===== config.mk =====
export PLATFORM = sky130hd
export DESIGN_NAME = mbet_fifo
export DESIGN_NICKNAME = d
export VERILOG_FILES = /design/src/hdl/mbet_pkg.sv /design/src/hdl/mbet_fifo.sv
export SDC_FILE = /design/constraint.sdc
export NUM_CORES = 1
export LEC_CHECK = 0
export ABC_AREA = 1
export BUFFER_PORTS_ARGS = -buffer_cell sky130_fd_sc_hd__buf_2
export CAP_MARGIN = 20
export CORE_ASPECT_RATIO = 0.5
export CORE_UTILIZATION = 40
export CTS_CLUSTER_SIZE = 8
export DETAILED_ROUTE_END_ITERATION = 10
export GPL_ROUTABILITY_DRIVEN = 0
export PLACE_DENSITY = 0.67
export SLEW_MARGIN = 30
export SYNTH_ARGS = -nofsm -noshare
export SYNTH_HDL_FRONTEND = slang
export SYNTH_SLANG_ARGS = --single-unit

===== constraint.sdc =====
create_clock -name clk -period 4.7 [get_ports clk]
set_input_delay 0.235 -clock clk [delete_from_list [all_inputs] [get_ports clk]]
set_output_delay 0.235 -clock clk [all_outputs]
set_load 0.03 [all_outputs]

===== src/hdl/mbet_pkg.sv =====
// shared types, constants and helpers for the mandelbrot escape-time pixel block
package mbet_pkg;

    localparam int IMAGE_WIDTH  = 1024;
    localparam int IMAGE_HEIGHT = 1024;

    localparam int COL_W       = 10;
    localparam int ROW_W       = 10;
    localparam int COORD_W     = 32;
    localparam int STEP_W      = 31;
    localparam int COUNT_W     = 16;
    localparam int CFG_INDEX_W = 3;
    localparam int CFG_DATA_W  = 32;
    localparam int PROD_W      = 64;
    localparam int SUM_W       = 43;
    localparam int OFFSET_W    = COL_W + STEP_W;

    localparam int QUEUE_DEPTH = 2;
    localparam int QPTR_W      = $clog2(QUEUE_DEPTH);

    // register indexes of the configuration port
    localparam logic [CFG_INDEX_W-1:0] REG_REAL_ORIGIN     = 3'd0;
    localparam logic [CFG_INDEX_W-1:0] REG_IMAG_ORIGIN     = 3'd1;
    localparam logic [CFG_INDEX_W-1:0] REG_REAL_STEP       = 3'd2;
    localparam logic [CFG_INDEX_W-1:0] REG_IMAG_STEP       = 3'd3;
    localparam logic [CFG_INDEX_W-1:0] REG_ITERATION_LIMIT = 3'd4;

    // reset values: origin -2.5 and -2.0, pitch 1/256, limit 5000
    localparam logic signed [COORD_W-1:0] RESET_REAL_ORIGIN = -32'sd671088640;
    localparam logic signed [COORD_W-1:0] RESET_IMAG_ORIGIN = -32'sd536870912;
    localparam logic [STEP_W-1:0]         RESET_STEP        = 31'd1048576;
    localparam logic [COUNT_W-1:0]        RESET_LIMIT       = 16'd5000;

    // 4.0 in Q8.56
    localparam logic [PROD_W-1:0] ESCAPE_BOUND = 64'h0400_0000_0000_0000;

    typedef struct packed {
        logic [COL_W-1:0] column;
        logic [ROW_W-1:0] row;
    } pixel_t;

    typedef struct packed {
        logic [COUNT_W-1:0] iteration_count;
        logic               interior;
        logic [7:0]         colour_high;
        logic [7:0]         colour_low;
    } result_t;

    typedef struct packed {
        logic signed [COORD_W-1:0] cx;
        logic signed [COORD_W-1:0] cy;
    } coord_t;

    typedef struct packed {
        logic signed [COORD_W-1:0] real_origin;
        logic signed [COORD_W-1:0] imag_origin;
        logic [STEP_W-1:0]         real_step;
        logic [STEP_W-1:0]         imag_step;
        logic [COUNT_W-1:0]        iteration_limit;
    } cfg_t;

    typedef enum logic [1:0] {
        F_IDLE,
        F_MUL,
        F_SAT,
        F_SNAP
    } front_state_t;

    typedef enum logic [1:0] {
        B_IDLE,
        B_MUL,
        B_UPD,
        B_DONE
    } back_state_t;

    // clamp a wide signed value to the signed 32-bit range
    function automatic logic signed [COORD_W-1:0] sat_coord(input logic signed [SUM_W-1:0] v);
        logic signed [COORD_W-1:0] r;
        if (v[SUM_W-1:COORD_W-1] == '0 || v[SUM_W-1:COORD_W-1] == '1)
        begin
            r = v[COORD_W-1:0];
        end
        else if (v[SUM_W-1])
        begin
            r = {1'b1, {(COORD_W-1){1'b0}}};
        end
        else
        begin
            r = {1'b0, {(COORD_W-1){1'b1}}};
        end
        return r;
    endfunction

endpackage


===== src/hdl/mbet_fifo.sv =====
// short queue of mapped points between the front end and the iteration engine
module mbet_fifo
    import mbet_pkg::*;
(
    input  logic   clk,
    input  logic   rst_n,
    input  logic   push,
    input  coord_t push_data,
    output logic   full,
    input  logic   pop,
    output coord_t pop_data,
    output logic   empty
);

    coord_t              mem [QUEUE_DEPTH];
    logic [QPTR_W-1:0]   wr_ptr_reg, wr_ptr_next;
    logic [QPTR_W-1:0]   rd_ptr_reg, rd_ptr_next;
    logic [QPTR_W:0]     fill_reg, fill_next;

    always_comb
    begin
        wr_ptr_next = wr_ptr_reg;
        rd_ptr_next = rd_ptr_reg;
        fill_next   = fill_reg;
        if (push)
        begin
            wr_ptr_next = (wr_ptr_reg == QPTR_W'(QUEUE_DEPTH - 1)) ? '0 : wr_ptr_reg + 1'b1;
        end
        if (pop)
        begin
            rd_ptr_next = (rd_ptr_reg == QPTR_W'(QUEUE_DEPTH - 1)) ? '0 : rd_ptr_reg + 1'b1;
        end
        if (push && !pop)
        begin
            fill_next = fill_reg + 1'b1;
        end
        else if (pop && !push)
        begin
            fill_next = fill_reg - 1'b1;
        end
    end

    always_ff @(posedge clk or negedge rst_n)
    begin
        if (!rst_n)
        begin
            wr_ptr_reg <= '0;
            rd_ptr_reg <= '0;
            fill_reg   <= '0;
        end
        else
        begin
            wr_ptr_reg <= wr_ptr_next;
            rd_ptr_reg <= rd_ptr_next;
            fill_reg   <= fill_next;
        end
    end

    always_ff @(posedge clk)
    begin
        if (push)
        begin
            mem[wr_ptr_reg] <= push_data;
        end
    end

    assign pop_data = mem[rd_ptr_reg];
    assign full     = (fill_reg == (QPTR_W+1)'(QUEUE_DEPTH));
    assign empty    = (fill_reg == '0);

endmodule


* Word level (Yosys, flattened, before mapping)
Memories as Yosys holds them, arrays and structs flattened. Cells that the tools add are included. Widths: inputs -> output; s select.
Operators by class: shifts and indexed selects 0, div/mod/pow operators 0, magnitude comparators 0, $mul 0, equal/unequal tests 1, add/sub/neg operators 4, bitwise logic cells 0, reductions and logical operators 6, muxes and demuxes 6
Operator list (number):
- $mux 1 | 4
- $mux 2 | 2
- $add 1x1->1 const B | 2
- $add 2x1->2 const B | 1
- $eq 2x2->1 const B | 1
- $logic_and 1x1->1 | 2
- $logic_not 1->1 | 2
- $logic_not 2->1 | 1
- $reduce_bool 2->1 | 1
- $sub 2x1->2 const B | 1
Storage, ports and cells: memories kept 1, register bits after elaboration 4, output and inout bits 66, memory bits (read-only) 0, RAM bits 128, latch bits 0, word-level logic and storage cells 21
Memory list:
- mem | words 2, bits a word 64, rd ports 1, clocked after Yosys merged registers in 0, wr ports 1, line mbet_fifo.sv:15 | coord_t mem [QUEUE_DEPTH];

* Logic depth before layout (Yosys ltp)
depth after elaboration 4, gate-level depth with buffers 7

* Worst setup path before layout
Ideal clock, no wire load.
kind flip-flop to flip-flop, start register wr_ptr_reg, end memory mem[0][0] in the netlist's numbering (enable), arrival time 3.087 ns, path buffers 0, required time 4.212 ns, slack 1.125 ns, stages on the path, launching flop included 2, library setup time 0.488 ns, cell sequence dfrtp_1 -> nor2_1
RTL lines:
- from (decl) | line mbet_fifo.sv:16 | logic [QPTR_W-1:0] wr_ptr_reg, wr_ptr_next;
- from (signal assigned) | line mbet_fifo.sv:53 | wr_ptr_reg <= wr_ptr_next;
- to (decl) | line mbet_fifo.sv:15
Straight into the memory's write port.

==> metrics.md <==
| Metric | Value |
|---|---|
| Cell chain of the critical path | `buf_16 -> mux2_2 -> buf_2` |
| Max frequency | `438.2 MHz` |
| Starting DRT DRC Count | `121` |
| Final nets | `449` |
| Slowest stage delay, CP | `0.76 ns` |
| Initial core utilization | `41.87%` |
| Yosys warning count | `0` |
| # Post-CTS Setup Buffers | `0` |
| Final Max Tran Viols | `0` |
| Rel. slew slack | `51.79%` |
| Area Growth Syn to Fin | `30.71%` |
| Final instance area | `6576 um^2` |
| Crit path max-delay cell type | `dfrtp_4` |
| I/O pin count | `134` |
| Adder-cell share of the synthesized area | `0.2487%` |
| CTS Buf Count | `17` |
| Psw | `1.468 mW` |
| Cells after Synth | `224` |
| Critical Path RT | `4.47 ns` |
| # setup viols final | `0` |
| Int Pwr | `3.042 mW` |
| Max FFs per register | `128` |
| Clk sinks | `132` |
| Final min period | `2.282 ns` |
| Gr ovfl total | `0` |
| DR vias | `2,510` |
| Library cells used by synthesis | `14` |
| Die area | `13,060 um^2` |
| Wire length of the first global-routing pass | `13.28 mm` |
| ANT nets after route | `0` |
| Clock slew seen by the registers of the worst setup and hold paths | `0.05 ns` |
| Worst min path class | `primary input to register` |
| Yosys top cell by area | `edfxtp_1` |
| Power Total | `4.510 mW` |
| Register Area | `3948 um^2` |
| Synth Area in XOR/XNOR | `0.5223%` |
| Combinational family with the most area after synthesis | `multiplexers` |
| Clk_lat worst skew | `0.40 ns` |
| VDD IR max | `0.4951 mV` |
| Worst reg2reg path endpoint | `mem[1][55]` |
| Unrepaired setup endpoints after global routing | `false` |
| Multi-input gate area | `996.0 um^2` |
| Sequential fraction of the synthesis area | `78.39%` |
| Seq cells post-synth | `132` |
| Final TNS setup | `0 ns` |
| Hold Fails Final Rpt | `0` |
| Synth Net Count | `293` |
| DRC Markers | `0` |
| Simple-gate share of the synthesized area | `0.8207%` |
| MaxCap Viol Count | `0` |
| Routed WL | `9.011 mm` |
| Mux cell area share after synthesis | `18.06%` |
| Buffers on Ports | `133` |
| Worst min-delay path endpoint | `mem[1][23]` |
| Average wire per standard cell | `16.18 um` |
| Vias in the first global route | `2,640` |
| Placed cell areas | `5884 um^2` |
| Worst Hold Depth | `1` |
| Share of post-route cells with drive strength above 1 | `59.18%` |
| Die Y-Extent | `81.30 um` |
| Clk pwr share | `29.3%` |
| Critical Path Source Type | `register` |
| Global-route usage over all layers | `14.20%` |
| WS Path Type | `register to output pin` |
| Comb pwr share | `33.1%` |
| Largest net degree at the start of global routing | `38` |
| Sw frac | `32.56%` |
| Vias/cell | `4.506` |
| Worst Reg-to-Reg Cells | `3` |
| Worst Path Max Fanout | `37` |
| Initial antenna violation count | `1` |
| Worst flop-to-flop path startpoint | `wr_ptr_reg` |
| DP HPWL | `6.040 mm` |
| Root Driver | `clkbuf_16` |
| Status | `finished clean` |
| Core area | `12,020 um^2` |
| Mapped cell area | `5031 um^2` |
| Sequential share of power | `37.6%` |
| R2R Setup Slk | `2.75 ns` |
| Final core utilization | `54.73%` |
| Crit end category | `output pin` |
| Critical path arrival | `2.05 ns` |
| Die Wd | `160.6 um` |
| Row cnt | `28` |
| Hold Crit Start | `push_data[23]` |
| FILL cells | `943` |
| Post-Route Skew | `0.005032 ns` |
| Leak | `2.673 nW` |
| Worst Tran Pin Value | `0.7221 ns` |
| Syn avg cell area | `22.46 um^2` |
| Clk buf depth | `2` |
| Yosys top cell area share | `76.40%` |
| CTS tree | `done` |
| Compound-gate portion of the synthesized area | `0%` |
| Fin crit share | `48.55%` |
| Ant. Diodes | `0` |
| Power Dens Cells | `685.8 nW/um^2` |
| # H-tree levels | `4` |
| Largest cells by area after synthesis | `edfxtp_1 76%, mux2_4 15%, mux2_2 3.1%, dfrtp_1 2.0%, buf_6 1.3%` |
| DRT Pass-1 Iters | `4` |
[cell families (layout without fill, tap and decap cells)]
family / count (synthesis) / count (layout)
muxes: 64 / 64
adders and majority gates: 1 / 1
xor gates and xnor gates: 3 / 3
buffers and inverters: 14 / 182
DFF: 132 / 132
and+or+nand+nor: 10 / 10
[worst max-delay path: cells and delay by family (launching register included)]
kind / cells / cell delay [ns]
muxes: 1 / 0.36
buffers and inverters: 2 / 0.49
DFF: 1 / 0.76
[cells in the mapped netlist]
master    instances
nor2_1            3
nand4_1           1
buf_6             6
mux2_4           50
xor2_1            2
edfxtp_1        128
xnor2_1           1
nand3_1           1
buf_2             1
mux2_2           14
dfrtp_1           4
ha_1              1
inv_1             7
nand2_1           5
[stage by stage]
step	setup slack (ns)	hold WS [ns]	std cells
6_report	2.418	0.02170	557
5_1_grt	2.311	0.0002066	557
4_1_cts	2.370	0.00001338	552
3_5_place_dp	2.540	0.04791	518
3_3_place_gp	2.672	0.04073	517
2_1_floorplan	1.125	-0.06059	224
[final cells by class]
type | count | area share [%]
Clock buffer | 18 | 6.526
Inverter | 7 | 0.3995
Tap cell | 165 | 3.139
Sequential cell | 132 | 60.03
Clock inverter | 13 | 2.511
Multi-Input combinational cell | 78 | 15.14
Timing Repair Buffer | 144 | 12.25
[power groups by stage]
stage / Combinational [mW] / Clock (mW) / Sequential (mW)
3_5_place_dp: 1.49 / 0 / 1.73
6_report: 1.49 / 1.32 / 1.70
2_1_floorplan: 1.21 / 0 / 1.65
5_1_grt: 1.57 / 1.40 / 1.72
3_3_place_gp: 1.37 / 0 / 1.78
4_1_cts: 1.50 / 1.35 / 1.70
[routing by layer]
metal / track usage, % / wire length (um) / vias up
li1: - / - / 1193
met1: 14.99 / 3461 / 1255
met2: 25.80 / 5025 / 51
met3: 6.231 / 434 / 9
met4: 4.857 / 75 / 2
met5: 0 / 13 / -
[cell usage in the layout (no fill, tap or decap)]
cell,count
clkinv_2,6
xnor2_1,1
inv_2,1
nor2_4,1
buf_2,133
clkbuf_1,1
dlygate4sd3_1,7
bufinv_16,4
nor2_1,2
ha_1,1
clkinv_1,2
dfrtp_4,1
nand4_1,1
dfrtp_1,3
mux2_2,14
clkinvlp_4,1
buf_16,2
xor2_1,2
mux2_4,50
edfxtp_1,128
inv_1,6
nand3_1,1
buf_4,2
nand2_1,5
clkbuf_16,17
[worst max-delay path by stage]
stage               slack, ns       start  cells past startpoint      endpoint
finish                   2.42  rd_ptr_reg                      3  pop_data[53]
CTS                      2.37  rd_ptr_reg                      3  pop_data[53]
global route             2.31  rd_ptr_reg                      3  pop_data[53]
global placement         2.67  wr_ptr_reg                      2    mem[0][21]
floorplan                1.13  wr_ptr_reg                      1     mem[0][0]
detailed placement       2.54  wr_ptr_reg                      2    mem[0][21]
[repair_timing]
action                    CTS  global route
hold buffers                3             4
hold endpoints to repair    8             8
resized for setup           0             0
Note: power is estimated with default switching activity, not from simulation.
