**src/hdl/mbet_pkg.sv**
```systemverilog
// shared types, constants and helpers for the mandelbrot escape-time pixel block
package mbet_pkg;

    localparam int IMAGE_WIDTH  = 1024;
    localparam int IMAGE_HEIGHT = 1024;

    localparam int COL_W       = 10;
    localparam int ROW_W       = 10;
    localparam int COORD_W     = 32;
    localparam int STEP_W      = 31;
    localparam int COUNT_W     = 16;
    localparam int CFG_INDEX_W = 3;
    localparam int CFG_DATA_W  = 32;
    localparam int PROD_W      = 64;
    localparam int SUM_W       = 43;
    localparam int OFFSET_W    = COL_W + STEP_W;

    localparam int QUEUE_DEPTH = 2;
    localparam int QPTR_W      = $clog2(QUEUE_DEPTH);

    // register indexes of the configuration port
    localparam logic [CFG_INDEX_W-1:0] REG_REAL_ORIGIN     = 3'd0;
    localparam logic [CFG_INDEX_W-1:0] REG_IMAG_ORIGIN     = 3'd1;
    localparam logic [CFG_INDEX_W-1:0] REG_REAL_STEP       = 3'd2;
    localparam logic [CFG_INDEX_W-1:0] REG_IMAG_STEP       = 3'd3;
    localparam logic [CFG_INDEX_W-1:0] REG_ITERATION_LIMIT = 3'd4;

    // reset values: origin -2.5 and -2.0, pitch 1/256, limit 5000
    localparam logic signed [COORD_W-1:0] RESET_REAL_ORIGIN = -32'sd671088640;
    localparam logic signed [COORD_W-1:0] RESET_IMAG_ORIGIN = -32'sd536870912;
    localparam logic [STEP_W-1:0]         RESET_STEP        = 31'd1048576;
    localparam logic [COUNT_W-1:0]        RESET_LIMIT       = 16'd5000;

    // 4.0 in Q8.56
    localparam logic [PROD_W-1:0] ESCAPE_BOUND = 64'h0400_0000_0000_0000;

    typedef struct packed {
        logic [COL_W-1:0] column;
        logic [ROW_W-1:0] row;
    } pixel_t;

    typedef struct packed {
        logic [COUNT_W-1:0] iteration_count;
        logic               interior;
        logic [7:0]         colour_high;
        logic [7:0]         colour_low;
    } result_t;

    typedef struct packed {
        logic signed [COORD_W-1:0] cx;
        logic signed [COORD_W-1:0] cy;
    } coord_t;

    typedef struct packed {
        logic signed [COORD_W-1:0] real_origin;
        logic signed [COORD_W-1:0] imag_origin;
        logic [STEP_W-1:0]         real_step;
        logic [STEP_W-1:0]         imag_step;
        logic [COUNT_W-1:0]        iteration_limit;
    } cfg_t;

    typedef enum logic [1:0] {
        F_IDLE,
        F_MUL,
        F_SAT,
        F_SNAP
    } front_state_t;

    typedef enum logic [1:0] {
        B_IDLE,
        B_MUL,
        B_UPD,
        B_DONE
    } back_state_t;

    // clamp a wide signed value to the signed 32-bit range
    function automatic logic signed [COORD_W-1:0] sat_coord(input logic signed [SUM_W-1:0] v);
        logic signed [COORD_W-1:0] r;
        if (v[SUM_W-1:COORD_W-1] == '0 || v[SUM_W-1:COORD_W-1] == '1)
        begin
            r = v[COORD_W-1:0];
        end
        else if (v[SUM_W-1])
        begin
            r = {1'b1, {(COORD_W-1){1'b0}}};
        end
        else
        begin
            r = {1'b0, {(COORD_W-1){1'b1}}};
        end
        return r;
    endfunction

endpackage

```
**src/hdl/mbet_front.sv**
```systemverilog
// front end: takes a pixel transfer and maps it to the point c
module mbet_front
    import mbet_pkg::*;
(
    input  logic   clk,
    input  logic   rst_n,
    input  logic   pix_valid,
    output logic   pix_stall,
    input  pixel_t pix,
    input  cfg_t   cfg,
    output logic   push,
    output coord_t push_data,
    input  logic   q_full
);

    front_state_t state_reg, state_next;

    logic [COL_W-1:0]            col_reg;
    logic [ROW_W-1:0]            row_reg;
    logic [OFFSET_W-1:0]         off_re_reg;
    logic [OFFSET_W-1:0]         off_im_reg;
    logic signed [COORD_W-1:0]   cx_reg;
    logic signed [COORD_W-1:0]   cy_reg;
    logic [COORD_W:0]            cy_mag;
    logic                        snap;

    always_ff @(posedge clk or negedge rst_n)
    begin
        if (!rst_n)
        begin
            state_reg <= F_IDLE;
        end
        else
        begin
            state_reg <= state_next;
        end
    end

    always_comb
    begin
        state_next = state_reg;
        push       = 1'b0;
        pix_stall  = 1'b1;
        unique case (state_reg)
            F_IDLE:
            begin
                pix_stall = 1'b0;
                if (pix_valid)
                begin
                    state_next = F_MUL;
                end
            end
            F_MUL:
            begin
                state_next = F_SAT;
            end
            F_SAT:
            begin
                state_next = F_SNAP;
            end
            F_SNAP:
            begin
                if (!q_full)
                begin
                    push       = 1'b1;
                    state_next = F_IDLE;
                end
            end
            default:
            begin
                state_next = F_IDLE;
            end
        endcase
    end

    always_ff @(posedge clk)
    begin
        if (state_reg == F_IDLE && pix_valid)
        begin
            col_reg <= COL_W'(32'(pix.column) % IMAGE_WIDTH);
            row_reg <= ROW_W'(32'(pix.row) % IMAGE_HEIGHT);
        end
        if (state_reg == F_MUL)
        begin
            off_re_reg <= OFFSET_W'(col_reg) * OFFSET_W'(cfg.real_step);
            off_im_reg <= OFFSET_W'(row_reg) * OFFSET_W'(cfg.imag_step);
        end
        if (state_reg == F_SAT)
        begin
            cx_reg <= sat_coord(SUM_W'(cfg.real_origin) + $signed({2'b00, off_re_reg}));
            cy_reg <= sat_coord(SUM_W'(cfg.imag_origin) + $signed({2'b00, off_im_reg}));
        end
    end

    // rows within half a pitch of the axis land exactly on it
    assign cy_mag = cy_reg[COORD_W-1] ? (COORD_W+1)'(-((COORD_W+1)'(cy_reg)))
                                      : (COORD_W+1)'(cy_reg);
    assign snap   = {cy_mag, 1'b0} < {3'b000, cfg.imag_step};

    assign push_data.cx = cx_reg;
    assign push_data.cy = snap ? '0 : cy_reg;

endmodule

```
**config.mk**
```make
export PLATFORM = sky130hd
export DESIGN_NAME = mbet_front
export DESIGN_NICKNAME = d
export VERILOG_FILES = /design/src/hdl/mbet_pkg.sv /design/src/hdl/mbet_front.sv
export SDC_FILE = /design/constraint.sdc
export NUM_CORES = 2
export LEC_CHECK = 0
export BUFFER_PORTS_ARGS = -buffer_cell sky130_fd_sc_hd__buf_2
export CORE_MARGIN = 5
export CORE_UTILIZATION = 45
export CTS_CLUSTER_SIZE = 14
export DETAILED_ROUTE_END_ITERATION = 6
export GPL_ROUTABILITY_DRIVEN = 0
export GPL_TIMING_DRIVEN = 0
export HOLD_SLACK_MARGIN = 0.1
export PLACE_DENSITY_LB_ADDON = 0.3
export SYNTH_ARGS = -nofsm -noshare
export SYNTH_HDL_FRONTEND = slang
export SYNTH_SLANG_ARGS = --single-unit
export TNS_END_PERCENT = 10
```
**constraint.sdc**
```tcl
create_clock -name clk -period 7.3 [get_ports clk]
set_input_delay 0.73 -clock clk [delete_from_list [all_inputs] [get_ports clk]]
set_output_delay 0.73 -clock clk [all_outputs]
set_load 0.02 [all_outputs]
```
Word level (Yosys, flattened, before mapping):

Cells that the tools add are included.

* add/subtract/negate cells: 3
* multipliers: 2
* $lt $le $gt $ge: 1
* eq/ne operators: 7
* mux-type cells: 12
* reductions and logical operators: 7

Operators by type and width (count)
* 32-bit two-way mux: 5
* 32-bit by 42-bit adder with 43-bit output: 2
* 10-bit by 31-bit multiplier with 41-bit output: 2
* 34-bit by 31-bit < comparator with 1-bit output: 1
* 33-bit two-way mux: 1
* 32-bit negation with 33-bit output: 1
* 12-bit == test, second input constant: 2
* 12-bit zero test: 2
* 2-bit one-hot mux with 4 select lines: 1
* 2-bit == test, second input constant: 2
* 2-bit two-way mux: 2
* 2-bit inequality test, second input constant: 2
* 1-bit two-way mux: 3
* 2-bit by 1-bit == test with 1-bit output, second input constant: 1
* 2-bit zero test: 1
* 1-bit logical OR: 2
* 2-bit AND reduction: 1
* 1-bit logical AND: 1

* register bits after elaboration: 168
* input port bits: 166
* output and inout bits: 66
* logic and storage cells: 39

Depth between registers and ports, before layout:

* depth in word-level cells: 4
* depth in mapped cells: 24
* gate-level depth less buffers: 23

Worst setup path after synthesis:

Ideal clock, no wire load.

* kind: in2reg
* start: input port cfg[40] (netlist name)
* end: register off_im_reg[38] (data pin)
* library setup time: 0.266 ns
* arrival time: 5.983 ns
* required time: 7.034 ns
* path slack: 1.051 ns
* cell stages on the path: 23
* path buffers: 2
* path through: clkbuf_1 > nand2_1 > fa_1 > inv_1 > fa_1 > fa_1 > fa_1 > inv_1 > fa_1 > inv_1 > ha_1 > clkbuf_1 > a21o_1 > a21o_1 > a211o_1 > a21o_1 > a21o_1 > a21o_1 > a31oi_1 > o21bai_1 > and3_1 > o41ai_1 > xnor2_1

* word-level cells in the longest chain between the ends: 1

RTL lines
* start, declared: line mbet_front.sv:10 `input cfg_t cfg,`
* 10-bit by 31-bit multiplier with 41-bit output: line mbet_front.sv:86 `off_im_reg <= OFFSET_W'(row_reg) * OFFSET_W'(cfg.imag_step);`
* end signal, assigned: line mbet_front.sv:86
* end, declared: line mbet_front.sv:21 `logic [OFFSET_W-1:0] off_im_reg;`

No other way between the ends.
A chain may end at the register's enable or synchronous reset.

Worst setup path in the final report:

* start: register row_reg[3]
* end: register off_im_reg[38] (data pin)

* word-level cells in the longest chain between the ends: 1

RTL lines
* start, declared: line mbet_front.sv:19 `logic [ROW_W-1:0] row_reg;`
* start signal, assigned: line mbet_front.sv:81 `row_reg <= ROW_W'(32'(pix.row) % IMAGE_HEIGHT);`
* 10-bit by 31-bit multiplier with 41-bit output: line mbet_front.sv:86

No other way between the ends.

==> flow_metrics.py <==
metrics = {
    "layout": {
        "final_common_cell": "inv_1",
        "areaGrowthSynthToFinish_pct": 8.80,
        "multi_input_area_mm2": 0.0234,
        "final_cell_mix": "507 x inv_1, 462 x fa_1, 421 x nand2_1, 331 x and2_1, 270 x ha_1",
        "nets": 4536,
        "n_fill_cell": 6627,
        "drive_gt1_share_pct": 6.69,
        "regArea_mm2": 0.00503,
        "instances_no_fill": 4538,
    },
    "grt": {
        "grt_pass1_wl_um": 136000,
        "grt_max_degree": 43,
        "gr-total-overflow": 0,
        "grt_usage_pct": 23.2,
        "grt_pass1_vias": 25400,
        "antenna_found_initial": 11,
    },
    "yosys": {
        "avgSynthCellArea_um2": 9.03,
        "syn_nets": 4329,
        "ys_seq_elements": 168,
        "synth_flop_cell": "edfxtp_1",
        "ys_types": 73,
        "yosysWarnings": 0,
        "async_reset_ff_share_pct": 1.19,
        "synth_seq_area_share_pct": 16.3,
        "synth_edf_count": 166,
        "syn-instance-count": 3429,
        "syn-cell-area_mm2": 0.0310,
    },
    "drt": {
        "postRouteAntennaNets": 0,
        "first_iter_violations": 1630,
        "drc": 0,
        "drt-pass1-iter-count": 5,
        "route.vias.total": 24400,
        "viasPerCell": 5.38,
        "routed_wl_um": 85500,
        "routedWlPerCell_um": 18.8,
    },
    "timing": {
        "hold_violations": 0,
        "slew_violations": 0,
        "finalCritPeriodShare_pct": 96.1,
        "rsz0062_at_grt": "false",
        "finClkSkew_ns": 0.0114,
        "tightest_slew_ns": 0.899,
        "setup-tns-final_ns": 0,
        "period_minus_slack_ns": 7.02,
        "fmax_mhz": 143,
        "maxSlewHeadroom_pct": 39.3,
        "setup_violations": 0,
        "whs_ns": 0.417,
    },
    "placement": {
        "hpwl_um": 72000,
        "dp.cells": 4498,
        "io_buffers": 185,
    },
    "clocking": {
        "cts_setup_buffers": 0,
        "cts_tree": "done",
        "cts_buffers": 17,
        "h-tree-depth": 4,
        "cts.path.max_buffers": 2,
        "clock_sinks": 168,
        "clk_latency_ns": 0.48,
        "cts_root_buffer": "clkbuf_16",
        "clkTransAtPathRegs_ns": 0.08,
    },
    "die": {
        "core_mm2": 0.0685,
        "start_util_pct": 45.3,
        "dieWidth_um": 272,
        "pin_count": 232,
        "die_y_um": 272,
        "die_area_mm2": 0.0742,
        "rows": 96,
    },
    "critical_path": {
        "critPathLaunch": "row_reg[3]",
        "start_kind": "register",
        "crit_type": "reg -> reg",
        "critPathCaptureType": "register",
        "crit_fanout": 10,
        "cp.arrival_ns": 7.23,
        "timing.rr.start": "row_reg[3]",
        "cp.required_ns": 7.51,
    },
    "worst_hold_path": {
        "hp-start": "pix[18]",
        "hold_path.class": "in -> reg",
    },
    "job": {
        "maxCapViolCount": 0,
    },
    "status": {
        "status": "finished, final reports clean",
    },
}
==> final timing paths <==
| kind | end | slack (ns) | depth (start not counted) |
|---|---|---|---|
| max | off_im_reg[38] | 0.28 | 23 |
| min | col_reg[8] | 0.42 | 1 |
| max reg2reg | off_im_reg[38] | 0.28 | 23 |
| min reg2reg | state_reg[1] | 0.74 | 2 |
| max in group asynchronous | state_reg[0] | 6.64 | 2 |
| min in group asynchronous | state_reg[1] | 0.56 | 2 |
==> cells in the mapped netlist, types with 4 or more instances <==
cell	number	area share [%]
or3_1	5	0.10
and2_1	332	6.7
o31a_1	4	0.11
inv_1	507	6.1
o21ai_0	72	1.2
o31ai_1	11	0.27
nor3_1	26	0.42
fa_1	462	30
clkbuf_1	161	2.0
nand4_1	35	0.71
a21oi_1	250	4.0
edfxtp_1	166	16
a41oi_1	4	0.11
nand3_1	26	0.42
a221oi_1	5	0.14
o2111ai_1	4	0.11
buf_1	4	0.048
xnor2_1	123	3.5
o21bai_1	27	0.65
o211ai_1	22	0.53
nand3b_1	4	0.097
nor2b_1	19	0.38
or2_2	4	0.081
a2111oi_0	5	0.14
or4_1	6	0.15
nand2_1	421	5.1
o41ai_1	9	0.25
nand2b_1	22	0.44
a211oi_1	18	0.44
o21a_1	21	0.51
xor2_1	59	1.7
nor2_1	96	1.2
o21ai_1	20	0.32
a21o_1	90	2.2
buf_2	9	0.15
a31oi_1	20	0.40
ha_1	272	11
a221o_1	4	0.13
and3_1	12	0.24
nor4_1	14	0.28
o221ai_1	5	0.14
and4_1	5	0.14
==> cell families (layout without fill, tap and decap cells) <==
| kind of cell | count (synthesis) | after routing | synth area share, % |
|---|---|---|---|
| and+or+nand+nor | 1036 | 1036 | 16.7 |
| adders and majority gates | 734 | 734 | 40.8 |
| buffers and inverters | 685 | 905 | 8.42 |
| AOI/OAI and AO/OA | 623 | 623 | 12.6 |
| xor gates and xnor gates | 182 | 182 | 5.15 |
| DFF | 168 | 168 | 16.3 |
| muxes | 1 | 1 | 0.0323 |
| other | 0 | 7 | 0 |
==> worst max-delay path, cell delays in order, from the launching register on <==
cell and delay, ns:
edfxtp_1 0.49, clkbuf_1 0.59, nand2_1 0.14, fa_1 0.52, inv_1 0.05, fa_1 0.50
inv_1 0.06, fa_1 0.53, inv_1 0.05, fa_1 0.47, inv_1 0.05, fa_1 0.47
inv_1 0.04, ha_1 0.35, o21a_1 0.14, o21ai_0 0.09, a211oi_1 0.47, o2111ai_1 0.27
a41oi_1 0.45, a31oi_1 0.16, o21bai_1 0.38, and3_1 0.25, o41ai_1 0.09, xnor2_1 0.13
==> layout make-up <==
cell class	instances	area share, %
Multi-Input combinational cell	2576	69.3
Clock buffer	18	1.27
Buffer	178	2.10
Inverter	507	5.65
Tap cell	882	3.27
Sequential cell	168	14.9
Timing Repair Buffer	188	2.90
Antenna cell	7	0.0520
Clock inverter	14	0.509
==> metal layers <==
layer | vias to the layer above | GRT usage [%] | part of all wire [%]
li1 | 11600 | - | -
met1 | 11900 | 28.4 | 40
met2 | 797 | 41.0 | 49
met3 | 175 | 3.48 | 6.0
met4 | 4 | 9.54 | 4.4
met5 | - | 0 | 0.036
==> per-stage QoR <==
step | util (%) | setup slack (ns) | cell area (µm²)
final | 49.2 | 0.283 | 33700
after global routing | 49.2 | 0.0221 | 33700
after CTS | 49.2 | 0.310 | 33700
after detailed placement | 48.3 | 0.00416 | 33100
after global placement | 48.2 | 0.0895 | 33000
after floorplan | - | 1.05 | 31000
==> timing repair <==
item	CTS	global route
endpoints found under the setup margin	0	3
gates resized for setup	0	3
hold buffers	1	0
hold endpoints to repair	2	0
Power is not shown: default switching activity piles up to over one toggle a cycle in this logic, so the estimate is an artifact.
